===== config.mk =====
export PLATFORM = sky130hd
export DESIGN_NAME = usb_setup_capture_ring
export DESIGN_NICKNAME = d
export VERILOG_FILES = /design/src/ucr_pkg.sv /design/src/ucr_ram.sv /design/src/ucr_ctrl.sv /design/src/ucr_out.sv /design/src/usb_setup_capture_ring.sv
export SDC_FILE = /design/constraint.sdc
export NUM_CORES = 2
export LEC_CHECK = 0
export BUFFER_PORTS_ARGS = -buffer_cell sky130_fd_sc_hd__clkbuf_2
export CORE_MARGIN = 8
export CORE_UTILIZATION = 55
export DETAILED_ROUTE_END_ITERATION = 10
export PLACE_DENSITY = 0.75
export SLEW_MARGIN = 5
export SYNTH_ARGS = -nofsm -noshare
export SYNTH_HDL_FRONTEND = slang
export SYNTH_HIERARCHICAL = 1
export SYNTH_SLANG_ARGS = --single-unit

===== constraint.sdc =====
create_clock -name clk -period 8.7 [get_ports clk]
set_input_delay 0.87 -clock clk [delete_from_list [all_inputs] [get_ports clk]]
set_output_delay 0.87 -clock clk [all_outputs]
set_load 0.1 [all_outputs]

===== src/ucr_pkg.sv =====
// Shared types and constants for the setup-packet capture ring.
// Used by ucr_ctrl, ucr_out, ucr_checker and the top level; no dependencies.
`timescale 1ns / 1ps
`default_nettype none

package ucr_pkg;

	// Field widths
	localparam int unsigned TS_W  = 32;
	localparam int unsigned PKT_W = 64;
	localparam int unsigned CNT_W = 32;
	localparam int unsigned REC_W = TS_W + PKT_W;

	// Request opcodes
	localparam logic OP_OBSERVE = 1'b0;
	localparam logic OP_DUMP    = 1'b1;

	// Capture filter constants
	localparam logic [7:0]  CTRL_EP       = 8'h00;
	localparam logic [7:0]  TYPE_MASK     = 8'h60;
	localparam logic [7:0]  TYPE_STANDARD = 8'h00;
	localparam logic [15:0] SETUP_LEN     = 16'd8;

	localparam logic [CNT_W-1:0] CNT_MAX = {CNT_W{1'b1}};

	// Sequencer to output stage: read issue and empty-result load
	typedef struct packed {
		logic             issue;
		logic             last;
		logic             empty;
		logic [CNT_W-1:0] count;
	} ucr_rd_req_t;

	// Output stage to sequencer: room for the next read or empty result
	typedef struct packed {
		logic issue_ok;
		logic empty_ok;
	} ucr_out_sts_t;

endpackage

`default_nettype wire


===== src/ucr_ram.sv =====
// Generic single-port-write, single-port-read RAM with registered read data.
// No dependencies.
`timescale 1ns / 1ps
`default_nettype none

module ucr_ram #(
	parameter int unsigned WIDTH = 96,
	parameter int unsigned DEPTH = 16
) (
	input  wire                                       clk,
	input  wire                                       wr_en,
	input  wire [(DEPTH > 1 ? $clog2(DEPTH) : 1)-1:0] wr_addr,
	input  wire [WIDTH-1:0]                           wr_data,
	input  wire                                       rd_en,
	input  wire [(DEPTH > 1 ? $clog2(DEPTH) : 1)-1:0] rd_addr,
	output logic [WIDTH-1:0]                          rd_data
);

	logic [WIDTH-1:0] mem_q [DEPTH];

	// Write port
	always_ff @(posedge clk) begin
		if (wr_en) begin
			mem_q[wr_addr] <= wr_data;
		end
	end

	// Registered read port; data holds until the next read
	always_ff @(posedge clk) begin
		if (rd_en) begin
			rd_data <= mem_q[rd_addr];
		end
	end

endmodule

`default_nettype wire


===== src/ucr_ctrl.sv =====
// Capture filter, write pointer, saturating counter and dump sequencer.
// Depends on ucr_pkg; drives the ring RAM and the output stage.
`timescale 1ns / 1ps
`default_nettype none

module ucr_ctrl #(
	parameter int unsigned CAPACITY = 16
) (
	input  wire                                             clk,
	input  wire                                             arst_n,
	input  wire                                             in_valid,
	output logic                                            in_stall,
	input  wire                                             opcode,
	input  wire                                             read_ok,
	input  wire  [7:0]                                      endpoint,
	input  wire  [15:0]                                     read_length,
	input  wire                                             count_wanted,
	input  wire                                             data_present,
	input  wire  [ucr_pkg::TS_W-1:0]                        timestamp_ms,
	input  wire  [ucr_pkg::PKT_W-1:0]                       setup_packet,
	output logic                                            wr_en,
	output logic [(CAPACITY > 1 ? $clog2(CAPACITY) : 1)-1:0] wr_addr,
	output logic [ucr_pkg::REC_W-1:0]                       wr_data,
	output logic                                            rd_en,
	output logic [(CAPACITY > 1 ? $clog2(CAPACITY) : 1)-1:0] rd_addr,
	output ucr_pkg::ucr_rd_req_t                            req,
	input  ucr_pkg::ucr_out_sts_t                           sts
);

	import ucr_pkg::*;

	localparam int unsigned AW = (CAPACITY > 1) ? $clog2(CAPACITY) : 1;
	localparam int unsigned RW = $clog2(CAPACITY + 1);
	localparam logic [AW-1:0]    LAST_SLOT = AW'(CAPACITY - 1);
	localparam logic [CNT_W-1:0] CAP_CNT   = CNT_W'(CAPACITY);
	localparam logic [RW-1:0]    CAP_RW    = RW'(CAPACITY);

	localparam logic [1:0] ST_IDLE  = 2'd0;
	localparam logic [1:0] ST_READ  = 2'd1;
	localparam logic [1:0] ST_EMPTY = 2'd2;

	logic [1:0]       state_q;
	logic [AW-1:0]    wp_q;
	logic [CNT_W-1:0] total_q;
	logic [AW-1:0]    rd_ptr_q;
	logic [RW-1:0]    remain_q;
	logic [CNT_W-1:0] dump_cnt_q;

	logic          accept;
	logic          hit;
	logic          do_dump;
	logic [RW-1:0] n_entries;
	logic [AW-1:0] start_slot;
	logic          issue;
	logic          last_rd;

	// Requests are taken only while the sequencer is idle
	assign in_stall = (state_q != ST_IDLE);
	assign accept   = in_valid && !in_stall;

	// Standard setup read on endpoint 0
	assign hit = read_ok && (endpoint == CTRL_EP) && (read_length == SETUP_LEN) &&
		!count_wanted && data_present &&
		((setup_packet[7:0] & TYPE_MASK) == TYPE_STANDARD);

	assign wr_en   = accept && (opcode == OP_OBSERVE) && hit;
	assign wr_addr = wp_q;
	assign wr_data = {setup_packet, timestamp_ms};

	// Dump extent: oldest entry first once the ring has wrapped
	assign do_dump    = accept && (opcode == OP_DUMP);
	assign n_entries  = (total_q < CAP_CNT) ? total_q[RW-1:0] : CAP_RW;
	assign start_slot = (total_q <= CAP_CNT) ? '0 : wp_q;

	// One RAM read per cycle when the output stage has room
	assign issue   = (state_q == ST_READ) && sts.issue_ok;
	assign last_rd = (remain_q == RW'(1));
	assign rd_en   = issue;
	assign rd_addr = rd_ptr_q;

	assign req.issue = issue;
	assign req.last  = last_rd;
	assign req.empty = (state_q == ST_EMPTY) && sts.empty_ok;
	assign req.count = dump_cnt_q;

	// Write pointer and saturating capture counter
	always_ff @(posedge clk or negedge arst_n) begin
		if (!arst_n) begin
			wp_q    <= '0;
			total_q <= '0;
		end else if (wr_en) begin
			wp_q <= (wp_q == LAST_SLOT) ? '0 : wp_q + AW'(1);
			if (total_q != CNT_MAX) begin
				total_q <= total_q + CNT_W'(1);
			end
		end
	end

	// Dump sequencer
	always_ff @(posedge clk or negedge arst_n) begin
		if (!arst_n) begin
			state_q    <= ST_IDLE;
			rd_ptr_q   <= '0;
			remain_q   <= '0;
			dump_cnt_q <= '0;
		end else begin
			unique case (state_q)
				ST_IDLE: begin
					if (do_dump) begin
						dump_cnt_q <= total_q;
						rd_ptr_q   <= start_slot;
						remain_q   <= n_entries;
						state_q    <= (n_entries == '0) ? ST_EMPTY : ST_READ;
					end
				end
				ST_READ: begin
					if (issue) begin
						remain_q <= remain_q - RW'(1);
						rd_ptr_q <= (rd_ptr_q == LAST_SLOT) ? '0 : rd_ptr_q + AW'(1);
						if (last_rd) begin
							state_q <= ST_IDLE;
						end
					end
				end
				ST_EMPTY: begin
					if (sts.empty_ok) begin
						state_q <= ST_IDLE;
					end
				end
				default: begin
					state_q <= ST_IDLE;
				end
			endcase
		end
	end

endmodule

`default_nettype wire


===== src/ucr_out.sv =====
// Output stage: tracks RAM read data in flight, unpacks it into the result
// register and holds it under stall. Depends on ucr_pkg.
`timescale 1ns / 1ps
`default_nettype none

module ucr_out (
	input  wire                          clk,
	input  wire                          arst_n,
	input  ucr_pkg::ucr_rd_req_t         req,
	output ucr_pkg::ucr_out_sts_t        sts,
	input  wire  [ucr_pkg::REC_W-1:0]    rd_data,
	output logic                         out_valid,
	input  wire                          out_stall,
	output logic [ucr_pkg::TS_W-1:0]     entry_timestamp_ms,
	output logic [7:0]                   entry_request_type,
	output logic [7:0]                   entry_request,
	output logic [15:0]                  entry_value,
	output logic [15:0]                  entry_index,
	output logic [15:0]                  entry_length,
	output logic                         entry_valid,
	output logic                         last_entry,
	output logic [ucr_pkg::CNT_W-1:0]    capture_count
);

	import ucr_pkg::*;

	logic             pend_s1;
	logic             last_s1;
	logic [CNT_W-1:0] cnt_s1;
	logic             out_valid_q;
	logic [TS_W-1:0]  ts_q;
	logic [PKT_W-1:0] pkt_q;
	logic             ent_valid_q;
	logic             last_q;
	logic [CNT_W-1:0] cnt_q;

	logic free;
	logic move;

	// Result register frees up when empty or taken this cycle
	assign free = !out_valid_q || !out_stall;
	assign move = pend_s1 && free;

	assign sts.issue_ok = !pend_s1 || move;
	assign sts.empty_ok = !pend_s1 && free;

	// Read-in-flight tag; RAM data holds until the next read
	always_ff @(posedge clk or negedge arst_n) begin
		if (!arst_n) begin
			pend_s1 <= 1'b0;
		end else if (req.issue) begin
			pend_s1 <= 1'b1;
		end else if (move) begin
			pend_s1 <= 1'b0;
		end
	end

	always_ff @(posedge clk) begin
		if (req.issue) begin
			last_s1 <= req.last;
			cnt_s1  <= req.count;
		end
	end

	// Result valid
	always_ff @(posedge clk or negedge arst_n) begin
		if (!arst_n) begin
			out_valid_q <= 1'b0;
		end else if (move || req.empty) begin
			out_valid_q <= 1'b1;
		end else if (!out_stall) begin
			out_valid_q <= 1'b0;
		end
	end

	// Result payload: stored entry or the empty-dump marker
	always_ff @(posedge clk) begin
		if (move) begin
			ts_q        <= rd_data[TS_W-1:0];
			pkt_q       <= rd_data[REC_W-1:TS_W];
			ent_valid_q <= 1'b1;
			last_q      <= last_s1;
			cnt_q       <= cnt_s1;
		end else if (req.empty) begin
			ts_q        <= '0;
			pkt_q       <= '0;
			ent_valid_q <= 1'b0;
			last_q      <= 1'b1;
			cnt_q       <= req.count;
		end
	end

	// Little-endian unpack of the setup bytes
	assign out_valid          = out_valid_q;
	assign entry_timestamp_ms = ts_q;
	assign entry_request_type = pkt_q[7:0];
	assign entry_request      = pkt_q[15:8];
	assign entry_value        = pkt_q[31:16];
	assign entry_index        = pkt_q[47:32];
	assign entry_length       = pkt_q[63:48];
	assign entry_valid        = ent_valid_q;
	assign last_entry         = last_q;
	assign capture_count      = cnt_q;

endmodule

`default_nettype wire


===== src/usb_setup_capture_ring.sv =====
// Top level of the setup-packet capture ring.
// Instantiates ucr_ctrl, ucr_ram and ucr_out; depends on ucr_pkg.
`timescale 1ns / 1ps
`default_nettype none

// Records standard SETUP packets read from endpoint 0 into a ring of CAPACITY
// entries (timestamp plus the eight raw bytes), overwriting the oldest entry
// once full, and keeps a saturating 32-bit capture count. An observe request
// gives no result. A dump request returns the stored entries oldest first, the
// final one flagged by last_entry, each carrying the capture count at the time
// of the dump; with nothing stored it returns one result with entry_valid low.
// Entries live in a single RAM with one write and one registered read port. A
// dump reads one entry per cycle while the result register has room and holds
// in_stall high until its last read is issued, or its empty result is loaded;
// with out_stall low, results stream at one per cycle. No clearing pass is
// needed after reset.
module usb_setup_capture_ring #(
	parameter int unsigned CAPACITY = 16
) (
	input  wire                         clk,
	input  wire                         arst_n,
	input  wire                         in_valid,
	output logic                        in_stall,
	input  wire                         opcode,
	input  wire                         read_ok,
	input  wire  [7:0]                  endpoint,
	input  wire  [15:0]                 read_length,
	input  wire                         count_wanted,
	input  wire                         data_present,
	input  wire  [ucr_pkg::TS_W-1:0]    timestamp_ms,
	input  wire  [ucr_pkg::PKT_W-1:0]   setup_packet,
	output logic                        out_valid,
	input  wire                         out_stall,
	output logic [ucr_pkg::TS_W-1:0]    entry_timestamp_ms,
	output logic [7:0]                  entry_request_type,
	output logic [7:0]                  entry_request,
	output logic [15:0]                 entry_value,
	output logic [15:0]                 entry_index,
	output logic [15:0]                 entry_length,
	output logic                        entry_valid,
	output logic                        last_entry,
	output logic [ucr_pkg::CNT_W-1:0]   capture_count
);

	import ucr_pkg::*;

	localparam int unsigned AW = (CAPACITY > 1) ? $clog2(CAPACITY) : 1;

	logic              wr_en;
	logic [AW-1:0]     wr_addr;
	logic [REC_W-1:0]  wr_data;
	logic              rd_en;
	logic [AW-1:0]     rd_addr;
	logic [REC_W-1:0]  rd_data;
	ucr_rd_req_t       req;
	ucr_out_sts_t      sts;

	// Filter, pointers and dump sequencing
	ucr_ctrl #(
		.CAPACITY (CAPACITY)
	) u_ctrl (
		.clk          (clk),
		.arst_n       (arst_n),
		.in_valid     (in_valid),
		.in_stall     (in_stall),
		.opcode       (opcode),
		.read_ok      (read_ok),
		.endpoint     (endpoint),
		.read_length  (read_length),
		.count_wanted (count_wanted),
		.data_present (data_present),
		.timestamp_ms (timestamp_ms),
		.setup_packet (setup_packet),
		.wr_en        (wr_en),
		.wr_addr      (wr_addr),
		.wr_data      (wr_data),
		.rd_en        (rd_en),
		.rd_addr      (rd_addr),
		.req          (req),
		.sts          (sts)
	);

	// Entry store: {setup packet, timestamp}
	ucr_ram #(
		.WIDTH (REC_W),
		.DEPTH (CAPACITY)
	) u_ram (
		.clk     (clk),
		.wr_en   (wr_en),
		.wr_addr (wr_addr),
		.wr_data (wr_data),
		.rd_en   (rd_en),
		.rd_addr (rd_addr),
		.rd_data (rd_data)
	);

	// Result register and unpack
	ucr_out u_out (
		.clk                (clk),
		.arst_n             (arst_n),
		.req                (req),
		.sts                (sts),
		.rd_data            (rd_data),
		.out_valid          (out_valid),
		.out_stall          (out_stall),
		.entry_timestamp_ms (entry_timestamp_ms),
		.entry_request_type (entry_request_type),
		.entry_request      (entry_request),
		.entry_value        (entry_value),
		.entry_index        (entry_index),
		.entry_length       (entry_length),
		.entry_valid        (entry_valid),
		.last_entry         (last_entry),
		.capture_count      (capture_count)
	);

endmodule

`default_nettype wire


==> results.py <==
metrics = {
    "outcome": {
        "outcome": "completed",
    },
    "synth": {
        "syn_nets": 3344,
        "synth_seq_cells": 1876,
        "synthesis.area_um2": 70900,
        "ys_warn_count": 6,
        "synth_edf_count": 1794,
        "synth_cell_types": 52,
        "postSynth.asyncResetShare": 0.0432,
        "synth_area_leader_cell": "edfxtp_1",
        "synth-xor-area-share": 0.00395,
        "netlist.area_leader.share": 0.760,
        "syn_inst": 3210,
        "syn_area_per_cell_um2": 22.1,
        "synth_top_family_by_area": "multiplexers",
        "synth.area.top_cells": "edfxtp_1 76%, mux4_2 12%, dfrtp_1 2.9%",
        "synthAdderAreaFrac": 0.00106,
        "ys.flop_type": "edfxtp_1",
        "synth_mux_area_frac": 0.132,
        "synth_seq_area_share": 0.789,
        "synth_compound_area_frac": 0.0238,
        "synth-simple-area-share": 0.0268,
    },
    "critical_path": {
        "cp-start-kind": "flop",
        "r2r-start": "u_ctrl/state_q[0]",
        "crit_type": "flop to flop",
        "startpoint": "u_ctrl/state_q[0]",
        "crit_path_cell_trace": "nor3b_2 > nand3_1 > nor3_2 > nand3_1 > nor3_4 > buf_4 > buf_4",
        "endpoint_kind": "flop",
        "crit_end": "u_ram/mem_q[12][15]",
        "critPathSlowestCell": "buf_4",
        "required_ns": 9.09,
        "crit_arrival_ns": 4.78,
        "critPathMaxStageDelay_ns": 0.81,
        "worstReg2RegEnd": "u_ram/mem_q[12][15]",
        "r2r_slack_ns": 4.31,
        "reg2reg_depth": 7,
        "path_max_fanout": 53,
    },
    "clocking": {
        "insertion_delay_ns": 0.80,
        "cts_tree": "built",
        "path_clk_slew_ns": 0.06,
        "cts_resized": 0,
        "cts_buffer_depth": 3,
        "cts_max_level": 4,
        "clockRootBuffer": "clkbuf_16",
        "postCtsHoldBufs": 1,
        "cts_setup_buffers": 0,
        "cts_num_sinks": 1876,
        "cts_buffers": 180,
    },
    "drt": {
        "dr_total_vias": 33248,
        "route.detailed.drc": 0,
        "wl_per_cell_um": 29.7,
        "drtPass1Iterations": 5,
        "drt_iter0_markers": 3659,
        "drt-total-wl_um": 157000,
        "viasPerCell": 6.30,
        "ant_nets": 0,
    },
    "place": {
        "io_buffers": 259,
        "place_hpwl_um": 82300,
        "gp_congestion": 0.809,
        "dpl-instance-area_um2": 73300,
    },
    "sta": {
        "tightest_slew_ns": 1.24,
        "hold_violations": 0,
        "clock_skew_ns": 0.0355,
        "finalSetupViolations": 0,
        "tns_ns": 0,
        "period_share": 0.504,
        "slew_headroom": 0.172,
        "rsz0062_at_grt": "false",
        "maxSlewViolCount": 0,
        "max_freq_mhz": 228,
        "fin_crit_ns": 4.39,
    },
    "floorplanning": {
        "rows": 131,
        "die_area_um2": 141000,
        "die_h_um": 375,
        "initial_utilization": 0.555,
        "core_area_um2": 128000,
        "ios": 260,
        "die_x_um": 375,
    },
    "global_routing": {
        "grt_usage": 0.220,
        "grt_first_pass_wirelength_um": 231000,
        "antenna_found_initial": 23,
        "grt_max_degree": 165,
        "grt_pass1_vias": 34798,
        "grt_overflow": 0,
    },
    "power": {
        "leakagePower_nw": 25.8,
        "ir_drop_mv": 0.306,
        "power_density_nw_per_um2": 324,
    },
    "layout": {
        "finalInstanceArea_um2": 79100,
        "area_delta_synth_final_pct": 11.6,
        "layout.nets": 3584,
        "final_cell_mix": "1794 x edfxtp_1, 384 x mux4_2, 258 x clkbuf_2",
        "layout_commonest_cell": "edfxtp_1",
        "layout-drive-gt1-share": 0.289,
        "utilization": 0.620,
    },
    "min_path": {
        "hold_path_class": "input port to flop",
    },
    "run": {
        "max-cap-violations": 0,
    },
}
[worst min-delay path by stage]
stage / start / end / slack (ns) / depth (start not counted)
6_report: out_stall / u_out/out_valid / 0.44 / 3
3_3_place_gp: u_out/entry_valid / u_out/entry_valid / 0.44 / 1
5_1_grt: out_stall / u_out/out_valid / 0.42 / 3
4_1_cts: out_stall / u_out/out_valid / 0.37 / 3
2_1_floorplan: u_ctrl/dump_cnt_q[0] / u_out/cnt_s1[0] / 0.44 / 0
3_5_place_dp: u_out/entry_valid / u_out/entry_valid / 0.45 / 1
[per-layer routing]
layer  vias to the layer above  wire length [um]  track usage
li1                      13746                 -            -
met1                     17583             62000        0.306
met2                      1647             77300        0.357
met3                       264             13600       0.0482
met4                         8              3580       0.0607
met5                         -                54            0
[layout make-up]
type                            count  area, um^2
Fill cell                        8378       48600
Multi-Input combinational cell   1070       13500
Sequential cell                  1876       55900
Antenna cell                       14        35.0
Timing Repair Buffer              312        1800
Clock buffer                      228        4790
Clock inverter                    104         935
Inverter                           10        42.5
Tap cell                         1662        2080
[cell families after synthesis]
group	count (synthesis)
mux	450
flops	1876
compound gates	226
fa+ha+maj	6
simple gates	356
xor+xnor	32
buf+inv	264
[sequential cells by signal, indices dropped and copies added, names as in the netlist, 2 cells and up]
name / count
u_ram/rd_data: 96
u_out/pkt_q: 64
u_ctrl/total_q: 32
u_ctrl/dump_cnt_q: 32
u_ctrl/wr_addr: 4
u_ctrl/state_q: 2
u_out/capture_count: 32
u_ram/mem_q: 1536
u_ctrl/remain_q: 5
u_out/entry_timestamp_ms: 32
u_ctrl/rd_addr: 4
u_out/cnt_s1: 32
[cells in the mapped netlist (2+ instances only)]
cell	n
edfxtp_1	1794
mux4_2	384
a22oi_1	193
buf_4	120
nand2_1	115
and2_1	102
dfrtp_1	81
mux2_2	66
clkbuf_1	51
buf_1	35
xnor2_1	29
nor2_1	26
buf_6	24
nand4_1	24
nand3_1	22
buf_2	16
nor4_1	14
nor3_1	12
inv_1	10
a21oi_1	9
and3_1	8
clkbuf_2	8
o21ai_0	8
ha_1	6
nand2b_1	6
nand3b_1	4
nor2b_1	4
nor4b_1	4
a221o_1	3
xor2_1	3
a21o_1	2
a311oi_1	2
a31oi_1	2
and4_1	2
nor3b_1	2
o211ai_1	2
or2_2	2
[metrics by stage]
step	setup WS [ns]	hold slack [ns]	power [mW]	std cells
after floorplan	1.89	0.439	16.8	3210
after global placement	3.61	0.440	18.2	4929
after detailed placement	3.58	0.449	18.2	4929
after CTS	4.36	0.375	25.9	5262
after global routing	4.19	0.422	26.5	5266
final	4.31	0.445	25.6	5276
[power by group]
part	internal, mW	switching (mW)
clock	4.32	3.28
sequential	10.8	0.309
combinational	2.28	4.64
total	17.4	8.23
[worst max-delay path: cells and delay by family, from the launching register on]
family,cells,cell delay (ns)
buffers and inverters,2,1.60
and+or+nand+nor,5,1.89
DFF,1,0.45
Note: power is estimated with default switching activity, not from simulation.
